==> config.mk <==
export PLATFORM = sky130hd
export DESIGN_NAME = pms_front
export DESIGN_NICKNAME = d
export VERILOG_FILES = /design/src/rtl/partitioned_multi_stack_defines.svh /design/src/rtl/pms_pkg.sv /design/src/rtl/pms_front.sv
export SDC_FILE = /design/constraint.sdc
export NUM_CORES = 1
export LEC_CHECK = 0
export ABC_CLOCK_PERIOD_IN_PS = 6300
export BUFFER_PORTS_ARGS = -buffer_cell sky130_fd_sc_hd__buf_2
export CORE_ASPECT_RATIO = 1.25
export CORE_UTILIZATION = 44
export DETAILED_ROUTE_END_ITERATION = 6
export PLACE_DENSITY = 0.86
export SLEW_MARGIN = 10
export SYNTH_ARGS = -nofsm -noshare
export SYNTH_HDL_FRONTEND = slang
export SYNTH_SLANG_ARGS = --single-unit
==> constraint.sdc <==
create_clock -name vclk -period 6.3
set_input_delay 1.26 -clock vclk [all_inputs]
set_output_delay 1.26 -clock vclk [all_outputs]
set_load 0.03 [all_outputs]
==> src/rtl/partitioned_multi_stack_defines.svh <==
// assertion macros shared by the partitioned multi-stack rtl
// no dependencies; included by the top level only
`ifndef PARTITIONED_MULTI_STACK_DEFINES_SVH
`define PARTITIONED_MULTI_STACK_DEFINES_SVH

// same-cycle implication, idle during reset
`define PMS_ASSERT_NOW(label, clk, rst_n, ante, cons, msg) \
  label: assert property (@(posedge clk) disable iff (!rst_n) (ante) |-> (cons)) \
    else $error(msg);

// next-cycle implication, checked also while reset is applied
`define PMS_ASSERT_NEXT(label, clk, ante, cons, msg) \
  label: assert property (@(posedge clk) (ante) |=> (cons)) \
    else $error(msg);

`endif

==> src/rtl/pms_pkg.sv <==
// shared types, codes and constants for the partitioned multi-stack
// no dependencies; used by every rtl module of the block
package pms_pkg;

  // default sizes handed to the top level parameters
  localparam int MEM_DEPTH_DEF  = 256;
  localparam int NUM_STACKS_DEF = 4;
  localparam int DATA_WIDTH_DEF = 32;

  // fixed field widths
  localparam int CAP_REGS    = 4;
  localparam int CNT_W       = 9;
  localparam int BASE_W      = 11;
  localparam int SUM_W       = 12;
  localparam int VAL_W       = 32;
  localparam int CFG_AW      = 5;
  localparam int CFG_DW      = 32;
  localparam int QUEUE_DEPTH = 2;

  // register indexes
  localparam logic [2:0] REG_STACK_COUNT = 3'd0;
  localparam logic [2:0] REG_CAP_ZERO    = 3'd1;
  localparam logic [2:0] REG_CAP_ONE     = 3'd2;
  localparam logic [2:0] REG_CAP_TWO     = 3'd3;
  localparam logic [2:0] REG_CAP_THREE   = 3'd4;

  // register reset values
  localparam logic [2:0]       STACK_COUNT_RST = 3'd4;
  localparam logic [CNT_W-1:0] CAP_RST         = 9'd64;

  // request kinds
  localparam logic REQ_PUSH = 1'b0;
  localparam logic REQ_POP  = 1'b1;

  // result status codes
  localparam logic [1:0] ST_OK      = 2'd0;
  localparam logic [1:0] ST_FULL    = 2'd1;
  localparam logic [1:0] ST_EMPTY   = 2'd2;
  localparam logic [1:0] ST_INVALID = 2'd3;

  // value returned by a failed pop
  localparam logic signed [VAL_W-1:0] FAIL_VALUE = -32'sd1;

  typedef struct packed {
    logic                    req_type;
    logic [1:0]              stack_id;
    logic signed [VAL_W-1:0] push_value;
  } in_item_t;

  typedef struct packed {
    logic [1:0]              status;
    logic signed [VAL_W-1:0] pop_value;
    logic                    now_full;
    logic                    now_empty;
  } out_item_t;

  // configuration seen by the front end
  typedef struct packed {
    logic [2:0]                       stack_count;
    logic [CAP_REGS-1:0][CNT_W-1:0]   cap;
  } cfg_t;

  // classified request queued between front and back
  typedef struct packed {
    logic                    req_type;
    logic [1:0]              stack_id;
    logic signed [VAL_W-1:0] push_value;
    logic                    invalid;
    logic [BASE_W-1:0]       base;
    logic [CNT_W-1:0]        cap;
  } cmd_t;

  // number of stacks that have a fill counter
  function automatic int fill_slots(input int n);
    return (n < CAP_REGS) ? n : CAP_REGS;
  endfunction

endpackage

==> src/rtl/pms_front.sv <==
// front end: takes requests, checks the stack number, looks up base and capacity
// depends on pms_pkg
module pms_front #(
  parameter int NUM_STACKS = pms_pkg::NUM_STACKS_DEF
) (
  input  logic               in_valid,
  output logic               in_stall,
  input  pms_pkg::in_item_t  in_data,
  input  pms_pkg::cfg_t      cfg,
  input  logic               q_full,
  output logic               q_push,
  output pms_pkg::cmd_t      q_cmd
);

  localparam int NUM_FILL = pms_pkg::fill_slots(NUM_STACKS);

  logic [pms_pkg::BASE_W-1:0] base_c;
  logic                       invalid_c;

  // base is the sum of the capacities below the addressed stack
  always_comb begin
    base_c = '0;
    for (int k = 0; k < pms_pkg::CAP_REGS; k++) begin
      if (k < int'(in_data.stack_id)) begin
        base_c = base_c + pms_pkg::BASE_W'(cfg.cap[k]);
      end
    end
  end

  // stack number beyond the configured count or the built counters
  assign invalid_c = (3'(in_data.stack_id) >= cfg.stack_count) ||
                     (int'(in_data.stack_id) >= NUM_FILL);

  // queue handshake
  assign q_push   = in_valid && !q_full;
  assign in_stall = q_full;

  always_comb begin
    q_cmd.req_type   = in_data.req_type;
    q_cmd.stack_id   = in_data.stack_id;
    q_cmd.push_value = in_data.push_value;
    q_cmd.invalid    = invalid_c;
    q_cmd.base       = base_c;
    q_cmd.cap        = cfg.cap[in_data.stack_id];
  end

endmodule

==> results.sh, run 1 <==
export IMPL_use_met2_pct=38.5
export IMPL_grt_pass1_vias=1778
export IMPL_nets=366
export IMPL_syn2layout_area_growth_pct=9.40
export IMPL_crit_fanout=4
export IMPL_core_area_sq_um=4070
export IMPL_cellPowerDensity_nw_per_um2=133
export IMPL_start_kind="input pin"
export IMPL_min_path_type="in -> out"
export IMPL_synth_compound_area_share_pct=28.9
export IMPL_yosys_area_share_simple_pct=17.7
export IMPL_antennaDiodeCount=0
export IMPL_grt_max_degree=37
export IMPL_synth_area_per_cell_sq_um=7.70
export IMPL_vias=1928
export IMPL_die_w_um=60.2
export IMPL_setup_viol=0
export IMPL_outcome="complete, no violations"
export IMPL_synth_cell_types=53
export IMPL_synth_most_common_cell="buf_4"
export IMPL_design_seq_count=0
export IMPL_netlist_instances=242
export IMPL_hpwl_um=3950
export IMPL_top_usage_layer="met2"
export IMPL_syn_num_nets=337
export IMPL_criticalPathCategory="in -> out"
export IMPL_synth_largest_area_cell="buf_4"
export IMPL_maxSlewViolCount=0
export IMPL_synth_top_family_by_area="compound AO/OA/AOI/OAI gates"
export IMPL_die_h_um=74.8
export IMPL_synth_xor_xnor_area_share_pct=7.52
export IMPL_max_vdd_ir_drop_mv=0.0560
export IMPL_seq_area_sq_um=0
export IMPL_finalWeightedCongestion=0.935
export IMPL_muxShareOfSynthArea_pct=12.1
export IMPL_drive_above_1_share_pct=38.7
export IMPL_drc=0
export IMPL_io_pins=134
export IMPL_grtUsageTotal_pct=21.8
export IMPL_p_leak_uw=0.000959
export IMPL_drt_initial_drc_count=76
export IMPL_ys_top_cells_by_area="buf_4, ha_1, mux4_2"
export IMPL_max_freq_mhz=165
export IMPL_synth_area_sq_um=1860
export IMPL_synth_fa_ha_area_share_pct=13.8
export IMPL_drt_wirelength_per_cell_um=15.7
export IMPL_yosysSeqAreaShare_pct=0
export IMPL_met1_usage_pct=28.6
export IMPL_antenna_left=0
export IMPL_vias_per_cell=5.93
export IMPL_nClkBuffers=0
export IMPL_synth_common_cells="buf_4, nand2_1, ha_1, o21ai_0, a21oi_1"
export IMPL_crit_path_end_kind="output port"
export IMPL_row_count=26
export IMPL_min_period_ns=6.07
export IMPL_worstPathArrival_ns=4.81
export IMPL_fin_crit_sh_pct=96.4
export IMPL_gr_total_overflow=0
export IMPL_fin_util_pct=50.2
export IMPL_die_area_sq_um=4500
export IMPL_synth_top_area_share_pct=15.7
export IMPL_grt_pass1_wl_um=7850
export IMPL_port_buffer_count=68
export IMPL_yosys_warnings=0
export IMPL_whs_ns=2.52
export IMPL_cp_required_ns=5.04
export IMPL_ctsHoldBuffers=0
export IMPL_antenna_found_initial=0
export IMPL_worst_slew_pin_slew_ns=0.486
export IMPL_maxSlewHeadroom_pct=67.3
export IMPL_finalWirelength_um=5120
export IMPL_drt_pass1_iterations=4
export IMPL_hold_violations=0
export IMPL_maxCapViolCount=0
export IMPL_grt_met3_usage_pct=0.344
export IMPL_initial_core_util_pct=45.8
kinds of logic after synthesis:
kind of cell    after synthesis
simple gates                 64
buf+inv                      58
mux                          11
compound gates               73
xor+xnor                     16
fa+ha+maj                    20
worst max-delay path, cell delays in order:
cell and delay (ns):
buf_2 0.10, or2_4 0.25, nand2_1 0.09, inv_1 0.05
ha_2 0.19, ha_2 0.20, a211o_1 0.28, o2111ai_2 0.12
o211ai_4 0.13, a21oi_2 0.20, xor2_1 0.15, o21ai_0 0.10
ha_1 0.35, a211o_1 0.36, a211oi_2 0.18, or3_1 0.14
a311oi_1 0.09, a211oi_1 0.25, o211ai_1 0.14, buf_4 0.20
layout by cell type (no fill, tap or decap), drive strengths merged, types with 2 or more instances in the layout:
cell and count:
a211o 3, a211oi 6, a21o 6, a21oi 12, a221o 4, a22o 2, a31oi 3, and2 4
and3 3, buf 77, ha 18, inv 8, mux2 2, mux4 9, nand2 20, nand3 4
nand3b 2, nand4b 2, nor2 11, nor2b 4, nor3 7, o211ai 4, o21a 4, o21ai 13
o22ai 3, o311ai 2, o31ai 2, xnor2 11, xor2 5
routing by layer:
metal | wire, um | part of all wire, %
met5 | 0 | 0
met4 | 157 | 3.1
met3 | 291 | 5.7
met2 | 2600 | 51
met1 | 2070 | 40
report_power, final:
| part | total, uW | internal [uW] | switching [uW] |
|---|---|---|---|
| Clock | 0 | 0 | 0 |
| Sequential | 0 | 0 | 0 |
| Combinational | 272 | 113 | 159 |
| Total | 272 | 113 | 159 |
area by class of cell:
class	count	area [sq um]
fillers	385	2030
inverters	8	30.0
multi-input cells	184	1530
well taps	56	70.1
repair buffers	77	410
final timing paths:
| path | start | depth (start not counted) | endpoint |
|---|---|---|---|
| hold / removal | in_data[4] | 0 | q_cmd[25] |
| setup / recovery | in_data[33] | 20 | q_cmd[16] |
repair_timing:
action	4_1_cts	5_1_grt
endpoints found under the setup margin	0	4
resized for setup	0	11
buffers inserted	0	3
metrics by stage:
stage | setup TNS (ns) | instance area (sq um) | std cells | power, uW | setup WS, ns
floorplan | 0 | 1860 | 242 | 233 | 0.105
global placement | 0 | 1970 | 322 | 252 | 0.122
detailed placement | 0 | 1970 | 322 | 256 | 0.0196
CTS | 0 | 1970 | 322 | 258 | 0.0204
global route | -0.0330 | 2040 | 325 | 294 | -0.0330
finish | 0 | 2040 | 325 | 272 | 0.227
(Power assumes the default switching activity.)
==> inputs of run 2 (changes only) <==
--- a/config.mk
+++ b/config.mk
@@ -7,10 +7,12 @@
 export LEC_CHECK = 0
 export ABC_CLOCK_PERIOD_IN_PS = 6300
 export BUFFER_PORTS_ARGS = -buffer_cell sky130_fd_sc_hd__buf_2
+export CELL_PAD_IN_SITES_DETAIL_PLACEMENT = 1
+export CELL_PAD_IN_SITES_GLOBAL_PLACEMENT = 2
 export CORE_ASPECT_RATIO = 1.25
-export CORE_UTILIZATION = 44
+export CORE_UTILIZATION = 21
 export DETAILED_ROUTE_END_ITERATION = 6
-export PLACE_DENSITY = 0.86
+export PLACE_DENSITY_LB_ADDON = 0.1
 export SLEW_MARGIN = 10
 export SYNTH_ARGS = -nofsm -noshare
 export SYNTH_HDL_FRONTEND = slang
==> results.sh, run 2 (synthesis results as in run 1) <==
export IMPL_outcome="complete, no violations"
export IMPL_finalWeightedCongestion=0.723
export IMPL_die_h_um=107
export IMPL_final_common_cell="buf_2"
export IMPL_crit_fanout=3
export IMPL_swShare_pct=57.3
export IMPL_setup_viol=0
export IMPL_drive_above_1_share_pct=42.2
export IMPL_max_freq_mhz=165
export IMPL_crit_path_end_kind="output port"
export IMPL_drc=0
export IMPL_drt_met1_wl_um=2970
export IMPL_drt_initial_drc_count=30
export IMPL_cellPowerDensity_nw_per_um2=131
export IMPL_maxSlewViolCount=0
export IMPL_hp_start="in_data[1]"
export IMPL_layout_common_cells="buf_2, buf_4, nand2_1"
export IMPL_min_period_ns=6.06
export IMPL_nClkBuffers=0
export IMPL_port_buffer_count=68
export IMPL_power_frac_comb_pct=100.0
export IMPL_die_area_sq_um=9260
export IMPL_hold_violations=0
export IMPL_min_delay_path_depth=0
export IMPL_die_w_um=86.3
export IMPL_seq_area_sq_um=0
export IMPL_syn2layout_area_growth_pct=20.3
export IMPL_antenna_found_initial=0
export IMPL_min_path_type="in -> out"
export IMPL_worst_path_buf_inv=4
export IMPL_antennaDiodeCount=0
export IMPL_seqPwrFrac_pct=0
export IMPL_design_seq_count=0
export IMPL_grtUsageTotal_pct=15.3
export IMPL_p_leak_uw=0.00103
export IMPL_cp_required_ns=5.04
export IMPL_p_switching_uw=169
export IMPL_worstPathArrival_ns=4.80
export IMPL_grt_pass1_vias=2114
export IMPL_dpl_instance_area_sq_um=2140
export IMPL_fin_crit_sh_pct=96.1
export IMPL_nets=379
export IMPL_stdcell_area_sq_um=2240
export IMPL_gr_total_overflow=0
export IMPL_hpwl_um=5760
export IMPL_maxCapViolCount=0
export IMPL_worst_slew_pin_slew_ns=0.552
export IMPL_intPower_uw=126
export IMPL_crit_chain="buf_2 > or2_4 > nand2_1 > inv_1 > ha_2 > ha_4 > a211o_1 > o2111ai_2 > o211ai_2 > a21oi_2 > xor2_1 > o21ai_1 > ha_1 > a211o_1 > a211oi_2 > or3_1 > a311oi_2 > buf_4 > a211oi_1 > o211ai_1 > buf_4"
export IMPL_drt_pass1_iterations=4
export IMPL_grt_pass1_wl_um=11200
export IMPL_io_pins=134
export IMPL_grt_max_degree=24
export IMPL_crit_family="compound AO/OA/AOI/OAI gates"
export IMPL_drt_wirelength_per_cell_um=17.1
export IMPL_wl_met3_um=277
export IMPL_vias=1953
export IMPL_initial_core_util_pct=21.5
export IMPL_crit_slowest_cell="a211o_1"
export IMPL_maxSlewHeadroom_pct=63.0
export IMPL_finalWirelength_um=6880
export IMPL_vias_per_cell=4.86
export IMPL_route_met2_wl_um=3630
export IMPL_nFillCells=1090
export IMPL_antenna_left=0
export IMPL_slowest_delay_ns=0.35
export IMPL_criticalPathCategory="in -> out"
export IMPL_finalPower_uw=295
export IMPL_row_count=38
export IMPL_clkPwrFrac_pct=0
export IMPL_cp_depth=21
export IMPL_core_area_sq_um=8650
export IMPL_holdPathEnd="q_cmd[22]"
export IMPL_top_layer="met3"
export IMPL_start_kind="input pin"
export IMPL_max_vdd_ir_drop_mv=0.0416
## run 2: area by class of cell
cell class         instances  area, sq um  share of cell area, %
multi-input cells        184         1550                   69.2
repair buffers            90          510                   22.8
well taps                120          150                   6.70
inverters                  8         30.0                   1.34
## run 2: timing repair
item                       4_1_cts  5_1_grt
hold buffers                     0        0
gates cloned                     0        0
setup endpoints to repair        1        5
buffers inserted                 0        4
pin swaps                        0       14
gates resized for setup          2       15
## run 2: through the flow
step | setup WS [ns] | instances | hold slack (ns) | setup TNS (ns) | util, %
2_1_floorplan | 0.105 | 242 | 2.63 | 0 | -
5_1_grt | -0.0253 | 402 | 2.52 | -0.0253 | 25.9
6_report | 0.243 | 402 | 2.52 | 0 | 25.9
3_5_place_dp | -0.0656 | 398 | 2.52 | -0.0656 | 24.8
3_3_place_gp | 0.0897 | 398 | 2.52 | 0 | 24.8
4_1_cts | 0.00265 | 398 | 2.52 | 0 | 24.9
## run 2: worst max-delay path by stage
stage	end	startpoint	slack [ns]
after floorplan	q_cmd[18]	in_data[33]	0.10
after global placement	q_cmd[16]	in_data[33]	0.09
after detailed placement	q_cmd[16]	in_data[33]	-0.07
after CTS	q_cmd[16]	in_data[33]	0.003
after global routing	q_cmd[16]	in_data[33]	-0.03
final	q_cmd[16]	in_data[33]	0.24
## run 2: power groups by stage
stage	Combinational [uW]	Sequential, uW	Clock, uW
5_1_grt	326	0	0
3_3_place_gp	282	0	0
2_1_floorplan	233	0	0
4_1_cts	285	0	0
6_report	295	0	0
3_5_place_dp	282	0	0
## run 2: routing by layer
metal  up-vias  global-route usage [%]
met4         0                       0
met2        63                    30.7
li1        954                       -
met5         -                       0
met1       936                    18.2
met3         0                    1.23
==> inputs of run 3 (changes only) <==
--- a/config.mk
+++ b/config.mk
@@ -7,7 +7,7 @@
 export LEC_CHECK = 0
 export ABC_CLOCK_PERIOD_IN_PS = 6300
 export BUFFER_PORTS_ARGS = -buffer_cell sky130_fd_sc_hd__buf_2
-export CELL_PAD_IN_SITES_DETAIL_PLACEMENT = 1
+export CELL_PAD_IN_SITES_DETAIL_PLACEMENT = 2
 export CELL_PAD_IN_SITES_GLOBAL_PLACEMENT = 2
 export CORE_ASPECT_RATIO = 1.25
 export CORE_UTILIZATION = 21
==> results.sh, run 3 (synthesis results as in run 1) <==
export IMPL_grt_pass1_wl_um=11400
export IMPL_outcome="complete, no violations"
export IMPL_crit_path_end_kind="output port"
export IMPL_maxSlewHeadroom_pct=67.4
export IMPL_grtUsageTotal_pct=15.6
export IMPL_maxCapViolCount=0
export IMPL_design_seq_count=0
export IMPL_max_freq_mhz=166
export IMPL_start_kind="input pin"
export IMPL_max_vdd_ir_drop_mv=0.0370
export IMPL_worstPathArrival_ns=4.77
export IMPL_cellPowerDensity_nw_per_um2=131
export IMPL_port_buffer_count=68
export IMPL_core_area_sq_um=8650
export IMPL_drive_above_1_share_pct=41.4
export IMPL_hold_violations=0
export IMPL_rsz0062_at_grt="no"
export IMPL_min_path_type="in -> out"
export IMPL_finalPower_uw=291
export IMPL_drt_wirelength_per_cell_um=17.7
export IMPL_final_cells=400
export IMPL_nets=377
export IMPL_final_setup_worst_slack_ns=0.266
export IMPL_multi_input_area_sq_um=1550
export IMPL_finalWirelength_um=7080
export IMPL_worst_slew_pin_slew_ns=0.487
export IMPL_drc=0
export IMPL_p_leak_uw=0.00102
export IMPL_die_w_um=86.3
export IMPL_initial_core_util_pct=21.5
export IMPL_vias=1990
export IMPL_vias_per_cell=4.98
export IMPL_place_ws_ns=-0.0664
export IMPL_setup_viol=0
export IMPL_row_count=38
export IMPL_drt_pass1_iterations=4
export IMPL_cp_required_ns=5.04
export IMPL_antennaDiodeCount=0
export IMPL_io_pins=134
export IMPL_die_h_um=107
export IMPL_seq_area_sq_um=0
export IMPL_nClkBuffers=0
export IMPL_final_common_cell="buf_2"
export IMPL_min_period_ns=6.03
export IMPL_fin_util_pct=25.7
export IMPL_antenna_left=0
export IMPL_crit_fanout=3
export IMPL_criticalPathCategory="in -> out"
export IMPL_layout_common_cells="buf_2, buf_4, nand2_1"
export IMPL_die_area_sq_um=9260
export IMPL_hpwl_um=6050
export IMPL_fin_crit_sh_pct=95.8
export IMPL_grt_max_degree=24
export IMPL_finalWeightedCongestion=0.723
export IMPL_grt_pass1_vias=2173
export IMPL_antenna_found_initial=0
export IMPL_drt_initial_drc_count=55
export IMPL_placed_cells=398
export IMPL_gr_total_overflow=0
export IMPL_maxSlewViolCount=0
export IMPL_syn2layout_area_growth_pct=19.2
export IMPL_nFillCells=1075
## run 3: path summary, 6_finish.rpt
path                     from   endpoint  cells after the start  slack [ns]
hold / removal     in_data[1]  q_cmd[22]                      0        2.52
setup / recovery  in_data[33]  q_cmd[16]                     22        0.27
## run 3: report_power, final
group          switching [uW]  internal (uW)  total [uW]
Sequential                  0              0           0
Clock                       0              0           0
Combinational             169            122         291
## run 3: layout make-up
type	instances	area share (%)
Inverter	8	1.35
Multi-Input combinational cell	184	69.7
Tap cell	120	6.76
Timing Repair Buffer	88	22.2
## run 3: worst max-delay path: stages
cell	delay (ns)
buf_2	0.11
or2_4	0.25
nand2_1	0.08
inv_1	0.04
ha_2	0.19
ha_4	0.18
o311ai_4	0.25
a21o_1	0.13
o211ai_2	0.11
a21oi_2	0.19
xor2_1	0.16
o21ai_1	0.09
ha_1	0.33
buf_4	0.12
o21a_1	0.13
o22ai_1	0.10
or3_1	0.31
a311oi_1	0.26
buf_4	0.16
a211oi_2	0.03
o211ai_1	0.10
buf_4	0.19
## run 3: per-stage QoR
step	hold WS [ns]	cell area [sq um]	setup TNS [ns]
global route	2.52	2220	0
detailed placement	2.52	2140	-0.0664
global placement	2.52	2140	0
floorplan	2.63	1860	0
finish	2.52	2220	0
CTS	2.52	2150	0
## run 3: timing repair
item,CTS,global route
hold buffers,0,0
cloned,0,0
buffers inserted,0,2
setup endpoints to repair,1,5
pin swaps,0,11
gates resized for setup,3,12
## run 3: per-layer routing
layer | global-route usage, % | up-vias | routed length [um]
met4 | 0 | 0 | 0
met5 | 0 | - | 0
met1 | 17.5 | 967 | 2850
met3 | 1.92 | 0 | 383
met2 | 32.3 | 72 | 3840
li1 | - | 951 | -
