--- src/rtl/partitioned_multi_stack_defines.svh ---
// assertion macros shared by the partitioned multi-stack rtl
// no dependencies; included by the top level only
`ifndef PARTITIONED_MULTI_STACK_DEFINES_SVH
`define PARTITIONED_MULTI_STACK_DEFINES_SVH

// same-cycle implication, idle during reset
`define PMS_ASSERT_NOW(label, clk, rst_n, ante, cons, msg) \
  label: assert property (@(posedge clk) disable iff (!rst_n) (ante) |-> (cons)) \
    else $error(msg);

// next-cycle implication, checked also while reset is applied
`define PMS_ASSERT_NEXT(label, clk, ante, cons, msg) \
  label: assert property (@(posedge clk) (ante) |=> (cons)) \
    else $error(msg);

`endif

--- src/rtl/pms_pkg.sv ---
// shared types, codes and constants for the partitioned multi-stack
// no dependencies; used by every rtl module of the block
package pms_pkg;

  // default sizes handed to the top level parameters
  localparam int MEM_DEPTH_DEF  = 256;
  localparam int NUM_STACKS_DEF = 4;
  localparam int DATA_WIDTH_DEF = 32;

  // fixed field widths
  localparam int CAP_REGS    = 4;
  localparam int CNT_W       = 9;
  localparam int BASE_W      = 11;
  localparam int SUM_W       = 12;
  localparam int VAL_W       = 32;
  localparam int CFG_AW      = 5;
  localparam int CFG_DW      = 32;
  localparam int QUEUE_DEPTH = 2;

  // register indexes
  localparam logic [2:0] REG_STACK_COUNT = 3'd0;
  localparam logic [2:0] REG_CAP_ZERO    = 3'd1;
  localparam logic [2:0] REG_CAP_ONE     = 3'd2;
  localparam logic [2:0] REG_CAP_TWO     = 3'd3;
  localparam logic [2:0] REG_CAP_THREE   = 3'd4;

  // register reset values
  localparam logic [2:0]       STACK_COUNT_RST = 3'd4;
  localparam logic [CNT_W-1:0] CAP_RST         = 9'd64;

  // request kinds
  localparam logic REQ_PUSH = 1'b0;
  localparam logic REQ_POP  = 1'b1;

  // result status codes
  localparam logic [1:0] ST_OK      = 2'd0;
  localparam logic [1:0] ST_FULL    = 2'd1;
  localparam logic [1:0] ST_EMPTY   = 2'd2;
  localparam logic [1:0] ST_INVALID = 2'd3;

  // value returned by a failed pop
  localparam logic signed [VAL_W-1:0] FAIL_VALUE = -32'sd1;

  typedef struct packed {
    logic                    req_type;
    logic [1:0]              stack_id;
    logic signed [VAL_W-1:0] push_value;
  } in_item_t;

  typedef struct packed {
    logic [1:0]              status;
    logic signed [VAL_W-1:0] pop_value;
    logic                    now_full;
    logic                    now_empty;
  } out_item_t;

  // configuration seen by the front end
  typedef struct packed {
    logic [2:0]                       stack_count;
    logic [CAP_REGS-1:0][CNT_W-1:0]   cap;
  } cfg_t;

  // classified request queued between front and back
  typedef struct packed {
    logic                    req_type;
    logic [1:0]              stack_id;
    logic signed [VAL_W-1:0] push_value;
    logic                    invalid;
    logic [BASE_W-1:0]       base;
    logic [CNT_W-1:0]        cap;
  } cmd_t;

  // number of stacks that have a fill counter
  function automatic int fill_slots(input int n);
    return (n < CAP_REGS) ? n : CAP_REGS;
  endfunction

endpackage

--- src/rtl/pms_queue.sv ---
// two-entry request queue between front end and back end
// depends on pms_pkg
module pms_queue (
  input  logic          clk,
  input  logic          rst_n,
  input  logic          push,
  input  pms_pkg::cmd_t din,
  output logic          full,
  input  logic          pop,
  output pms_pkg::cmd_t dout,
  output logic          empty
);

  localparam int PTR_W = $clog2(pms_pkg::QUEUE_DEPTH);
  localparam int CNT_QW = $clog2(pms_pkg::QUEUE_DEPTH + 1);

  pms_pkg::cmd_t       slot_r [pms_pkg::QUEUE_DEPTH];
  logic [PTR_W-1:0]    wr_ptr_r;
  logic [PTR_W-1:0]    rd_ptr_r;
  logic [CNT_QW-1:0]   count_r;
  logic                do_push;
  logic                do_pop;

  assign full    = (count_r == CNT_QW'(pms_pkg::QUEUE_DEPTH));
  assign empty   = (count_r == '0);
  assign do_push = push && !full;
  assign do_pop  = pop && !empty;
  assign dout    = slot_r[rd_ptr_r];

  // pointers and occupancy
  always_ff @(posedge clk) begin
    if (!rst_n) begin
      wr_ptr_r <= '0;
      rd_ptr_r <= '0;
      count_r  <= '0;
    end else begin
      if (do_push) begin
        wr_ptr_r <= (wr_ptr_r == PTR_W'(pms_pkg::QUEUE_DEPTH - 1)) ? '0 : wr_ptr_r + 1'b1;
      end
      if (do_pop) begin
        rd_ptr_r <= (rd_ptr_r == PTR_W'(pms_pkg::QUEUE_DEPTH - 1)) ? '0 : rd_ptr_r + 1'b1;
      end
      if (do_push && !do_pop) begin
        count_r <= count_r + 1'b1;
      end else if (do_pop && !do_push) begin
        count_r <= count_r - 1'b1;
      end
    end
  end

  // entry storage
  always_ff @(posedge clk) begin
    if (do_push) begin
      slot_r[wr_ptr_r] <= din;
    end
  end

endmodule

--- config.mk ---
export PLATFORM = sky130hd
export DESIGN_NAME = pms_queue
export DESIGN_NICKNAME = d
export VERILOG_FILES = /design/src/rtl/partitioned_multi_stack_defines.svh /design/src/rtl/pms_pkg.sv /design/src/rtl/pms_queue.sv
export SDC_FILE = /design/constraint.sdc
export NUM_CORES = 1
export LEC_CHECK = 0
export ABC_AREA = 1
export BUFFER_PORTS_ARGS = -buffer_cell sky130_fd_sc_hd__buf_2
export CORE_MARGIN = 1.5
export CORE_UTILIZATION = 45
export DETAILED_ROUTE_END_ITERATION = 8
export PLACE_DENSITY = 0.76
export SYNTH_ARGS = -nofsm -noshare
export SYNTH_HDL_FRONTEND = slang
export SYNTH_SLANG_ARGS = --single-unit
--- constraint.sdc ---
create_clock -name clk -period 5.8 [get_ports clk]
set_input_delay 0.58 -clock clk [delete_from_list [all_inputs] [get_ports clk]]
set_output_delay 0.58 -clock clk [all_outputs]
set_load 0.1 [all_outputs]
==> flow_summary.yaml, run 1 <==
sta:
  hold_viol: 0
  setup_viol: 0
  rsz0062_at_grt: "false"
  setup_tns_ps: 0
  skew_ps: 5.60
  post-route-min-period_ps: 2820
  worst_pin_slew_ps: 965
  fin_crit_sh: 0.487
  worst_slack_ps: 2980
  relSlewSlack: 0.357
  holdWs_ps: 268
  report.final.slew_viol_count: 0
  fmax_ghz: 0.354
global_routing:
  antenna_found_initial: 0
  grt_pass1_wl_mm: 11.1
  grtUsageTotal: 0.150
  grt_max_degree: 57
  grt_overflow: 0
  grt_pass1_vias: 2365
synth:
  yosys-top-cells-area: "edfxtp_1, mux2_4, mux2_2"
  synth_area_mm2: 0.00445
  synthCells: 212
  synth_cell_types: 15
  synth_top_area_share: 0.756
  yosysTopAreaCell: "edfxtp_1"
  ys_seq_area_frac: 0.778
  ys_seq_elements: 117
  synth_ff_type: "edfxtp_1"
  synth_area_per_cell_um2: 21.0
  ys_warn_count: 0
  synth_most_common_cell: "edfxtp_1"
  synthArstFlopShare: 0
  synth_common_cells: "edfxtp_1, mux2_4, mux2_2, nor2_1, inv_1"
  synth_edf_count: 112
  synth_nets: 273
die:
  coreArea_mm2: 0.00968
  dieArea_mm2: 0.0105
  boundaryPins: 118
  die_h_um: 102
  rows: 36
  die_w_um: 102
  initial_core_util: 0.460
clocking:
  cts_hold_buf: 0
  ctsHtreeMaxLevel: 4
  root_buffer: "clkbuf_8"
  post_cts_buffers: 0
  tritoncts: "yes"
  cts_num_sinks: 117
  cts_buffer_depth: 2
  post_cts_resize_count: 0
  path_clk_slew_ps: 50
  clk_latency_ps: 500
  cts_buffers: 17
hold_path:
  hold_end: "slot_r[0][52]$_DFFE_PP_"
  hold_depth: 1
  min_from: "din[52]"
  hold_class: "input pin to flip-flop"
setup_path:
  reg2reg_slack_ps: 3740
  rr_worst_depth: 3
  crit_fanout: 56
  crit_path_start_kind: "flip-flop"
  rr_endpoint: "slot_r[0][40]$_DFFE_PP_"
  arrival_ps: 2240
  crit_type: "flip-flop to output port"
  worstReg2RegStart: "count_r[0]$_SDFFE_PN0P_"
  endpoint_kind: "output port"
  critPathRequiredTime_ps: 5220
placement:
  dp_hpwl_mm: 4.76
  port_buffers: 117
  routabilityCongestion: 0.632
  placed_cell_area_mm2: 0.00517
  placed_cells: 458
  pre_cts_ws_ps: 3440
power:
  vdd_drop_max_uv: 377
  p_sw_frac: 0.418
  total_power_mw: 3.50
  p_switching_mw: 1.46
  pwr-share-seq: 0.331
  p_clk_frac: 0.290
  internal-power_mw: 2.04
  pwr-share-comb: 0.379
  p_per_area_mw_per_mm2: 608
  leakage_nw: 2.28
finish:
  utilization: 0.595
  fin_cells: 490
  stdcell_area_mm2: 0.00576
  fillerInstances: 762
  layout-drive-gt1-share: 0.571
  area_growth_pct: 29.4
  fin_nets: 405
  insertedDiodeCount: 0
drt:
  drt-pass1-iter-count: 4
  ant_nets: 0
  wire_per_inst_um: 15.0
  wl_mm: 7.34
  vias: 2275
  vias_per_cell: 4.64
  drc: 0
  drt_iter0_markers: 70
run_status:
  outcome: "complete, no violations"
flow_run:
  cap_violations: 0
## cell families (layout without fill, tap and decap cells)
logic type / Yosys count / in the layout / synth area share
flip-flops: 117 / 117 / 0.778
multiplexers: 56 / 56 / 0.175
AND/OR/NAND/NOR: 19 / 19 / 0.0169
buffers and inverters: 15 / 160 / 0.0214
AO/OA/AOI/OAI: 4 / 4 / 0.00534
adder cells (fa/ha/maj): 1 / 1 / 0.00281
## cells in the final DEF (no fill, tap or decap), types with 2 or more instances in the layout
cell type   netlist  final
buf_2             1    117
buf_4             0      2
bufinv_16         0      4
clkbuf_1          0      3
clkbuf_16         0     16
clkinv_1          0      4
clkinv_2          0      2
clkinvlp_4        0      2
dfxtp_1           5      4
edfxtp_1        112    112
inv_1             9      9
mux2_2           16     16
mux2_4           40     40
nand2_1           6      6
nor2_1           11      9
nor2_4            0      2
o21ai_0           2      2
## layout make-up
cell class	count	area, um^2	area share
flip-flops and latches	117	3470	0.602
multi-input cells	80	907	0.157
repair buffers	119	601	0.104
clock buffers	20	425	0.0738
well taps	133	166	0.0289
clock inverters	12	160	0.0278
inverters	9	33.8	0.00586
## metal layers
layer | vias up | track usage | wire length (um)
li1 | 1085 | - | -
met1 | 1099 | 0.157 | 2890
met2 | 79 | 0.254 | 3880
met3 | 12 | 0.0663 | 451
met4 | 0 | 0.0790 | 119
met5 | - | 0 | 0
## state kept, by name, indices dropped and copies added, names as in the netlist, named ones only
signal and count:
count_r 2, slot_r 112, wr_ptr_r 1, rd_ptr_r 1
## power groups by stage
stage / Combinational [mW] / Clock, mW / Sequential, mW
3_3_place_gp: 1.33 / 0 / 1.17
6_report: 1.33 / 1.02 / 1.16
2_1_floorplan: 1.23 / 0 / 1.12
5_1_grt: 1.38 / 1.08 / 1.18
4_1_cts: 1.34 / 1.04 / 1.16
3_5_place_dp: 1.34 / 0 / 1.18
## how the worst max path moves through the flow
stage | from | endpoint | depth (start not counted)
final | flip-flop | dout[11] | 2
after global routing | flip-flop | dout[33] | 2
after CTS | flip-flop | dout[39] | 2
after detailed placement | push | slot_r[0][31]$_DFFE_PP_ | 4
after global placement | push | slot_r[0][1]$_DFFE_PP_ | 4
after floorplan | push | slot_r[0][0]$_DFFE_PP_ | 2
## worst max-delay path: stages, from the launching register on
cell     delay (ps)
dfxtp_4         960
mux2_4          300
buf_2           420
Note: power is estimated with default switching activity, not from simulation.
==> inputs of run 2 (changes only) <==
PLACE_DENSITY = 0.79   (was 0.76)
clock period = 2.3 ns   (was 5.8 ns; I/O delays follow)
==> run 2 against run 1 <==
  * Worst hold slack got worse by 120 ps
  * Critical path type unchanged
  * Setup slack worse by 2800 ps
  * Largest power group unchanged
  * Non-clock buffer count increased by 61
==> flow_summary.yaml, run 2 (synthesis gave the netlist of run 1 again) <==
finish:
  fillerInstances: 661
  largest_reg_flops: 112
  utilization: 0.664
  largest_registers: "slot_r x112, count_r x2"
  layout_common_cells: "buf_2, edfxtp_1, dlygate4sd3_1"
  layout-drive-gt1-share: 0.510
  fin_nets: 466
  largest_register: "slot_r"
  layout_commonest_cell: "buf_2"
  area_growth_pct: 44.4
  insertedDiodeCount: 0
power:
  p_sw_frac: 0.422
  total_power_mw: 8.97
  p_switching_mw: 3.78
  p_per_area_mw_per_mm2: 1400
  pwr-share-seq: 0.316
  internal-power_mw: 5.19
  pwr-share-comb: 0.405
  leakage_nw: 2.55
  vdd_drop_max_uv: 953
  p_clk_frac: 0.280
global_routing:
  grt_pass1_vias: 2565
  grt_pass1_wl_mm: 11.9
  antenna_found_initial: 0
  grtUsageTotal: 0.156
  grt_overflow: 0
  grt_max_degree: 32
sta:
  rsz0062_at_grt: "false"
  setup_viol: 0
  fmax_ghz: 0.462
  relSlewSlack: 0.670
  fin_crit_sh: 0.941
  worst_pin_slew_ps: 498
  report.final.slew_viol_count: 0
  worst_slack_ps: 135
  hold_viol: 0
  post-route-min-period_ps: 2170
  skew_ps: 5.52
die:
  die_h_um: 102
  die_w_um: 102
  rows: 36
  boundaryPins: 118
  coreArea_mm2: 0.00968
  dieArea_mm2: 0.0105
  initial_core_util: 0.460
drt:
  ant_nets: 0
  vias: 2502
  wl_mm: 7.91
  wire_per_inst_um: 14.4
  vias_per_cell: 4.54
  drc: 0
  drt-pass1-iter-count: 5
  drt_iter0_markers: 70
clocking:
  cts_num_sinks: 117
  ctsHtreeMaxLevel: 4
  path_clk_slew_ps: 50
  cts_buffer_depth: 2
  root_buffer: "clkbuf_8"
  cts_buffers: 17
  post_cts_buffers: 0
  clk_latency_ps: 490
  tritoncts: "yes"
setup_path:
  endpoint_kind: "output port"
  slowest_stage: "dfxtp_4"
  path_cells: "buf_12 > mux2_2 > buf_2"
  crit_buf_inv: 2
  crit_path_start_kind: "flip-flop"
  critPathRequiredTime_ps: 2070
  crit_type: "flip-flop to output port"
  critPathMaxStageDelay_ps: 550
  cpLargestDelayFamily: "flip-flops"
  crit_fanout: 21
  arrival_ps: 1940
placement:
  dp_hpwl_mm: 4.91
  routabilityCongestion: 0.692
  pre_cts_ws_ps: 625
  port_buffers: 117
run_status:
  outcome: "complete, no violations"
hold_path:
  hold_class: "input pin to flip-flop"
flow_run:
  cap_violations: 0
==> run 2: path summary, 6_finish.rpt <==
kind                            slack, ps                     from  cells after the start                       to
worst max-delay path                  130                flip-flop                      3                 dout[33]
worst min-delay path                  150                      pop                      5                flip-flop
worst max register to register        620  count_r[1]$_SDFFE_PN0P_                      9  count_r[1]$_SDFFE_PN0P_
worst min register to register        490    rd_ptr_r$_SDFFE_PN0P_                      2                flip-flop
==> run 2: routing by layer <==
| metal | vias up | GRT usage | routed length [um] |
|---|---|---|---|
| met2 | 82 | 0.274 | 4300 |
| li1 | 1200 | - | - |
| met1 | 1214 | 0.171 | 3210 |
| met5 | - | 0 | 0 |
| met3 | 6 | 0.0547 | 345 |
| met4 | 0 | 0.0685 | 53 |
==> run 2: timing repair <==
item | 4_1_cts | 5_1_grt
hold buffers | 57 | 0
gates resized for setup | 0 | 0
hold endpoints to repair | 115 | 0
==> run 2: area by class of cell <==
type	instances	area [um^2]	share of cell area
clock buffers	19	422	0.0656
well taps	133	166	0.0259
multi-input cells	80	910	0.142
inverters	9	33.8	0.00526
repair buffers	180	1270	0.198
clock inverters	13	158	0.0245
flip-flops and latches	117	3470	0.539
==> run 2: through the flow <==
stage / hold WS [ps] / instances / area, um^2 / TNS [ps]
2_1_floorplan: 329 / 212 / 4460 / -9030
3_3_place_gp: 417 / 462 / 5280 / 0
3_5_place_dp: 422 / 462 / 5280 / 0
4_1_cts: 117 / 551 / 6430 / 0
5_1_grt: 165 / 551 / 6430 / 0
6_report: 152 / 551 / 6430 / 0
==> run 2: worst reg2reg max path: cells and delay by family, from the launching register on <==
family	cells	cell delay, ps
compound gates	1	290
simple gates	3	260
buf+inv	4	340
fa+ha+maj	1	340
flops	1	370
==> run 2: power by group through the flow <==
stage,Sequential [mW],Clock [mW],Combinational (mW)
4_1_cts,2.84,2.57,3.65
5_1_grt,2.86,2.66,3.76
2_1_floorplan,2.81,0,3.11
3_5_place_dp,2.88,0,3.57
3_3_place_gp,2.86,0,3.54
6_report,2.83,2.51,3.63
==> inputs of run 3 (changes only) <==
ABC_CLOCK_PERIOD_IN_PS = 2600   (was unset)
PLACE_DENSITY = 0.76   (was 0.79)
REMOVE_ABC_BUFFERS = 1   (was unset)
clock period = 2.6 ns   (was 2.3 ns; I/O delays follow)
==> run 3 against run 2 <==
  * First-iteration DRC count increased by 10%
  * Sequential share of layout area increased by 0.21 points
  * Clock skew about the same
  * Count of clock-buffer cells in the layout increased by 3
  * Utilization decreased by 0.26 points
  * Cell count decreased by 0.54%
  * Critical path depth unchanged
  * Critical path type unchanged
==> flow_summary.yaml, run 3 (synthesis gave the netlist of run 1 again) <==
power:
  leakage_nw: 2.55
  p_switching_mw: 3.31
  pwr-share-seq: 0.310
  vdd_drop_max_uv: 980
  p_sw_frac: 0.412
  internal-power_mw: 4.71
  pwr-share-comb: 0.395
  p_per_area_mw_per_mm2: 1250
  total_power_mw: 8.02
  p_clk_frac: 0.294
die:
  die_h_um: 102
  rows: 36
  die_w_um: 102
  initial_core_util: 0.460
  boundaryPins: 118
  coreArea_mm2: 0.00968
  dieArea_mm2: 0.0105
drt:
  drc: 0
  wire_per_inst_um: 14.8
  vias_per_cell: 4.52
  wl_mm: 8.08
  vias: 2477
  drt-pass1-iter-count: 4
  drt_iter0_markers: 77
  ant_nets: 0
finish:
  multi_input_area_um2: 907
  layout_commonest_cell: "buf_2"
  layout-drive-gt1-share: 0.506
  largest_registers: "slot_r x112, count_r x2"
  fin_nets: 463
  regArea_mm2: 0.00347
  area_growth_pct: 43.9
  insertedDiodeCount: 0
  stdcell_area_mm2: 0.00640
  fillerInstances: 676
  largest_reg_flops: 112
  layout_common_cells: "buf_2, edfxtp_1, dlygate4sd3_1"
  largest_register: "slot_r"
clocking:
  ctsHtreeMaxLevel: 4
  root_buffer: "clkbuf_8"
  post_cts_buffers: 0
  tritoncts: "yes"
  cts_buffers: 17
  cts_hold_buf: 56
  clk_latency_ps: 490
  path_clk_slew_ps: 50
  cts_buffer_depth: 2
  cts_num_sinks: 117
  post_cts_resize_count: 0
sta:
  hold_viol: 0
  fin_crit_sh: 0.851
  rsz0062_at_grt: "false"
  skew_ps: 5.73
  setup_viol: 0
  relSlewSlack: 0.663
  post-route-min-period_ps: 2210
  worst_pin_slew_ps: 510
  fmax_ghz: 0.452
  report.final.slew_viol_count: 0
  setup_tns_ps: 0
global_routing:
  grt_pass1_wl_mm: 12.0
  antenna_found_initial: 0
  grt_overflow: 0
  grtUsageTotal: 0.161
  grt_pass1_vias: 2553
  grt_max_degree: 57
flow_run:
  cap_violations: 0
setup_path:
  endpoint_kind: "output port"
  crit_path_start_kind: "flip-flop"
  arrival_ps: 1950
  crit_type: "flip-flop to output port"
  critPathRequiredTime_ps: 2340
  crit_fanout: 18
placement:
  port_buffers: 117
  placed_cell_area_mm2: 0.00523
  dp_hpwl_mm: 4.61
  routabilityCongestion: 0.687
hold_path:
  hold_class: "input pin to flip-flop"
run_status:
  outcome: "complete, no violations"
## run 3: cell count changes in the layout (fill, tap and decap cells not counted), sizes merged
cell,delta
clkinvlp,-2
inv,-1
clkinv,-1
clkbuf,+3
dlygate4sd3,-1
bufinv,+1
buf,-2
## run 3: per-layer routing
| metal | vias to the layer above | part of all wire | GRT usage |
|---|---|---|---|
| li1 | 1195 | - | - |
| met1 | 1200 | 0.40 | 0.173 |
| met2 | 78 | 0.54 | 0.284 |
| met3 | 4 | 0.051 | 0.0643 |
| met4 | 0 | 0.0054 | 0.0632 |
| met5 | - | 0 | 0 |
## run 3: final cells by class
| type | count | share of cell area |
|---|---|---|
| Multi-Input combinational cell | 80 | 0.142 |
| Sequential cell | 117 | 0.542 |
| Timing Repair Buffer | 177 | 0.190 |
| Clock buffer | 22 | 0.0723 |
| Clock inverter | 10 | 0.0236 |
| Tap cell | 133 | 0.0260 |
| Inverter | 9 | 0.00528 |
## run 3: power by group through the flow
stage	logic (mW)	registers, mW	clock network (mW)
floorplan	2.64	2.59	0
global placement	3.09	2.51	0
detailed placement	3.12	2.53	0
CTS	3.19	2.49	2.41
global route	3.29	2.51	2.49
finish	3.17	2.49	2.36
## run 3: final timing paths
kind                                         startpoint                       to  slack, ps  depth (start not counted)
worst max register to register  count_r[1]$_SDFFE_PN0P_  count_r[1]$_SDFFE_PN0P_        970                          9
worst min register to register    rd_ptr_r$_SDFFE_PN0P_                flip-flop        510                          2
worst min-delay path                              rst_n  count_r[1]$_SDFFE_PN0P_         40                          3
worst max-delay path                          flip-flop                 dout[43]        390                          3
## run 3: critical path, stage by stage, from the launching register on
cell and delay, ps:
dfxtp_4 450, buf_4 340, mux2_2 370, buf_2 290
## run 3: per-stage QoR
step	worst slack (ps)	utilization	hold WS, ps	cells
6_report	388	0.661	42.2	548
5_1_grt	295	0.661	16.0	548
4_1_cts	340	0.661	10.7	548
3_5_place_dp	886	0.540	451	460
3_3_place_gp	907	0.540	447	460
2_1_floorplan	-694	-	359	206
